### config.mk
export PLATFORM = sky130hd
export DESIGN_NAME = mvsm_desc_ram
export DESIGN_NICKNAME = d
export VERILOG_FILES = /design/src/hdl/mvsm_pkg.sv /design/src/hdl/mvsm_desc_ram.sv
export SDC_FILE = /design/constraint.sdc
export NUM_CORES = 2
export LEC_CHECK = 0
export ABC_AREA = 1
export BUFFER_PORTS_ARGS = -buffer_cell sky130_fd_sc_hd__buf_2
export CORE_UTILIZATION = 40
export DETAILED_ROUTE_END_ITERATION = 8
export PLACE_DENSITY = 0.57
export SYNTH_ARGS = -nofsm -noshare
export SYNTH_HDL_FRONTEND = slang
export SYNTH_SLANG_ARGS = --single-unit
### constraint.sdc
create_clock -name clk -period 11.55 [get_ports clk]
set_input_delay 1.155 -clock clk [delete_from_list [all_inputs] [get_ports clk]]
set_output_delay 1.155 -clock clk [all_outputs]
set_load 0.005 [all_outputs]
### src/hdl/mvsm_pkg.sv
`default_nettype none
package mvsm_pkg;
  localparam int NumSources = 32;
  localparam int SrcW = 5;
  localparam int PairW = 16;
  localparam int MaxActive = 16;
  localparam logic [15:0] UnityGain = 16'h8000;

  typedef enum logic [2:0] {
    REQ_TICK   = 3'd0,
    REQ_START  = 3'd1,
    REQ_STOP   = 3'd2,
    REQ_GAIN   = 3'd3,
    REQ_DEFINE = 3'd4,
    REQ_WRITE  = 3'd5
  } req_t;

  // descriptor stored in the source memory
  typedef struct packed {
    logic [15:0] base;
    logic [16:0] length;
    logic [15:0] position;
    logic [16:0] remaining;
    logic [15:0] gain_left;
    logic [15:0] gain_right;
    logic        playing;
    logic        repeat_on;
  } desc_t;

  typedef struct packed {
    logic [2:0]  req_type;
    logic [4:0]  source_id;
    logic        flag_repeat;
    logic        flag_restart;
    logic [15:0] gain_left;
    logic [15:0] gain_right;
    logic [15:0] address;
    logic [16:0] length;
    logic signed [15:0] sample_left;
    logic signed [15:0] sample_right;
  } req_item_t;

  typedef struct packed {
    logic signed [15:0] mix_left;
    logic signed [15:0] mix_right;
    logic        status;
    logic [4:0]  playing_count;
  } res_item_t;

  function automatic desc_t desc_reset();
    desc_t d;
    d = '0;
    d.gain_left = UnityGain;
    d.gain_right = UnityGain;
    return d;
  endfunction
endpackage
`default_nettype wire

### src/hdl/mvsm_desc_ram.sv
`default_nettype none
// descriptor memory with valid bits; an entry not yet written reads as reset value
module mvsm_desc_ram import mvsm_pkg::*; (
  input  wire logic            clk,
  input  wire logic            rst,
  input  wire logic            we,
  input  wire logic [SrcW-1:0] waddr,
  input  wire desc_t           wdata,
  input  wire logic [SrcW-1:0] raddr,
  output desc_t                rdata
);
  desc_t mem [NumSources];
  logic [NumSources-1:0] vld;
  desc_t raw;
  logic  raw_vld;

  always_ff @(posedge clk) begin
    if (we) mem[waddr] <= wdata;
    raw <= mem[raddr];
  end

  always_ff @(posedge clk) begin
    if (rst) begin
      vld <= '0;
      raw_vld <= 1'b0;
    end else begin
      if (we) vld[waddr] <= 1'b1;
      raw_vld <= vld[raddr];
    end
  end

  assign rdata = raw_vld ? raw : desc_reset();
endmodule
`default_nettype wire

==> results by group <==
Clock tree
  • TritonCTS clock tree: yes
  • Hold buffer count at cts: 0
  • Max Buffers Root-to-Sink: 4
  • Post-cts repair resize count: 0
  • H-tree depth reported by CTS: 5
  • Sink Count: roughly 3300
  • Root buffer selected by CTS: clkbuf_16
  • Clock latency on the worst-skew pair: ~0.95 ns
  • Setup bufs post-CTS: 0
  • Clock-pin slew on the worst setup and hold paths: ~0.060 ns
  • Total CTS buffers: between 300 and 400

Setup path
  • WP data arrival: 5.62 ns
  • Worst Setup End Kind: register
  • CP max FO: 96
  • Worst path required time: between 10 and 15 ns
  • Crit Path Class: in -> reg
  • Startpoint Class: input pin
  • Reg-to-reg slack, setup: just over 10 ns

Route
  • Routed vias/inst: ~5.5
  • Drt total wl: around 400000 um
  • Antenna Nets Post-Route: 0
  • Routed vias: around 86000
  • First-pass DRT Iterations: 6
  • Routed len/inst: about 25 um
  • Met2 routed WL: about 190000 um
  • Post-route DRC: 0
  • WL met1: 162000 um
  • Top routing layer in use: met5
  • Met3 WL: 32200 um
  • DR iter-0 viols: just over 10000

Floorplanning
  • Die Y: around 580 um
  • Core ar.: between 300000 and 400000 um2
  • Die width: 576 um
  • # IOs: between 200 and 250
  • Initial Util: 0.402
  • Row count: 210
  • Die Area: 332000 um2

Cells and area
  • Nets: roughly 11000
  • Share of cells above drive strength 1: 0.0795
  • Synth-to-layout area growth: 11.9%
  • # fillers: roughly 30000

Yosys
  • Synth cell types: 18
  • Synthesis-stage register bit count: between 3000 and 4000
  • Post-synthesis sequential area ratio: 0.750
  • Post-Synthesis Cells: 10849
  • Mapped Nets: 10962
  • Synthesized cell area: between 100000 and 150000 um2
  • Mean area per synthesized cell: approximately 12 um2
  • Ys Warns: 0

Global routing
  • Largest net degree at the start of global routing: 236
  • Vias in the first global route: approximately 82000
  • GRT Overall Usage: 0.231
  • First-pass GRT wire length: 565000 um
  • Initial antenna violation count: between 50 and 60
  • Overflow after GRT: 0

Run status
  • Status: finished, violations left
  • Failing checks: slew limit

Power and ir drop
  • Worst vdd ir: between 0.1 and 0.15 mV
  • Gate power share: 0.054
  • Net Sw Frac: 0.228
  • Internal power: 19.9 mW
  • Total power: about 26 mW
  • Clock Power Share: 0.423
  • Psw: ~5.9 mW
  • PwrDens: between 150 and 200 nW/um2
  • Lkg Pwr: between 50 and 60 nW
  • Seq pwr share: 0.522

Min path
  • Worst hold-check path type: reg -> reg

STA
  • Worst-Margin Slew: between 1.5 and 2 ns
  • Hold Fails Final Rpt: 0
  • Final setup vio count: 0
  • Final count of pins violating max slew: between 100 and 150
  • Min Tclk post-route: approximately 4.8 ns
  • Setup_tns: 0 ns
  • Unrepaired setup endpoints after global routing: no
  • Fin crit share: 0.417
  • F_max: approximately 210 MHz
  • Layout Skew: roughly 0.052 ns
  • Max_slew headroom: -0.0800

Placement
  • GP Congestion: roughly 0.76
  • I/O Buffers: roughly 210
  • Dpl hpwl: 174000 um

Job
  • Max-Cap Viols: 0
==> cell usage in the layout, fill, tap and decap left out, types with 11 or more instances in the layout <==
cell type  Yosys  layout
a21oi_1       66      66
a31oi_1       65      65
buf_12         0      28
buf_2        371     207
buf_4        132     108
bufinv_16      0      11
clkbuf_1     137     108
clkbuf_16      0     357
clkbuf_8       0      29
clkinv_1       0      50
clkinv_2       0      68
dfxtp_1      133     132
diode_2        0      15
edfxtp_1    3200    3200
inv_1        122     119
inv_16         0      11
nand2_1     3716    3716
nand3_1     2658    2658
nor2_1        97      65
nor2_4         0      32
nor3_1        12      12
o21ai_1       65      65
==> cells by family (layout without fill, tap and decap cells) <==
logic type / count (synthesis) / after routing / share of synthesized area
simple gates: 6487 / 6487 / 0.210
flops: 3333 / 3333 / 0.750
buf+inv: 833 / 1130 / 0.0318
compound gates: 196 / 196 / 0.00807
other cells: 0 / 15 / 0
==> sequential cells by signal (all words and copies together), names as in the netlist <==
signal   flops
raw_vld      1
mem       3200
raw        100
vld         32
==> power groups by stage <==
stage | combinational, mW | clock [mW] | sequential (mW)
global route | 1.54 | 11.6 | 13.5
floorplan | 0.850 | 0 | 13.7
finish | 1.41 | 10.9 | 13.5
CTS | 1.40 | 11.1 | 13.5
detailed placement | 1.40 | 0 | 13.8
global placement | 1.38 | 0 | 13.7
==> critical path, cell delays in order <==
cell,delay (ns)
buf_8,0.36
buf_4,0.65
buf_4,0.76
buf_4,0.80
buf_4,0.91
nand2_1,0.10
nand3_1,0.13
nand3_1,0.09
nand3_1,0.12
nand3_1,0.15
o21ai_1,0.14
==> through the flow <==
step | utilization | std cells | hold WS, ns | setup slack [ns] | area [um2]
5_1_grt | 0.450 | 15496 | 0.486 | 6.50 | 147000
2_1_floorplan | - | 10849 | 0.440 | 5.26 | 132000
3_5_place_dp | 0.416 | 14834 | 0.458 | 5.93 | 136000
6_report | 0.450 | 15507 | 0.470 | 6.74 | 147000
4_1_cts | 0.450 | 15492 | 0.472 | 6.89 | 147000
3_3_place_gp | 0.416 | 14834 | 0.449 | 6.00 | 136000
==> Yosys cell counts <==
| library cell | number | area, um2 |
|---|---|---|
| dfxtp_1 | 133 | 2660 |
| and2_1 | 4 | 25.0 |
| buf_8 | 2 | 30.0 |
| buf_6 | 10 | 113 |
| buf_2 | 371 | 1860 |
| inv_4 | 2 | 12.5 |
| buf_1 | 57 | 214 |
| edfxtp_1 | 3200 | 96100 |
| buf_4 | 132 | 991 |
| clkbuf_1 | 137 | 514 |
| o21ai_1 | 65 | 325 |
| nand3_1 | 2658 | 13300 |
| inv_1 | 122 | 458 |
| nor3_1 | 12 | 60.1 |
| nor2_1 | 97 | 364 |
| nand2_1 | 3716 | 13900 |
| a31oi_1 | 65 | 407 |
| a21oi_1 | 66 | 330 |
==> final timing paths <==
path | start | to | cells past startpoint
worst max register to register | mem[1][39] | raw[39] | 6
worst max-delay path | raddr[0] | raw[74] | 11
worst min-delay path | vld[19] | vld[19] | 2
worst min register to register | vld[19] | vld[19] | 2
==> layout make-up <==
class	instances	area, um2	area share
Antenna cell	15	37.5	0.000255
Clock buffer	493	9720	0.0660
Clock inverter	165	1430	0.00971
Inverter	124	520	0.00353
Multi-Input combinational cell	6683	29000	0.197
Sequential cell	3333	98800	0.670
Tap cell	4346	5440	0.0369
Timing Repair Buffer	348	2480	0.0168
==> routing by layer <==
layer | GRT usage | up-vias
met5 | 0 | -
met4 | 0.0637 | 44
met3 | 0.0415 | 704
met2 | 0.380 | 3523
met1 | 0.314 | 42928
li1 | - | 38333
Power figures use the tool's default switching activity.
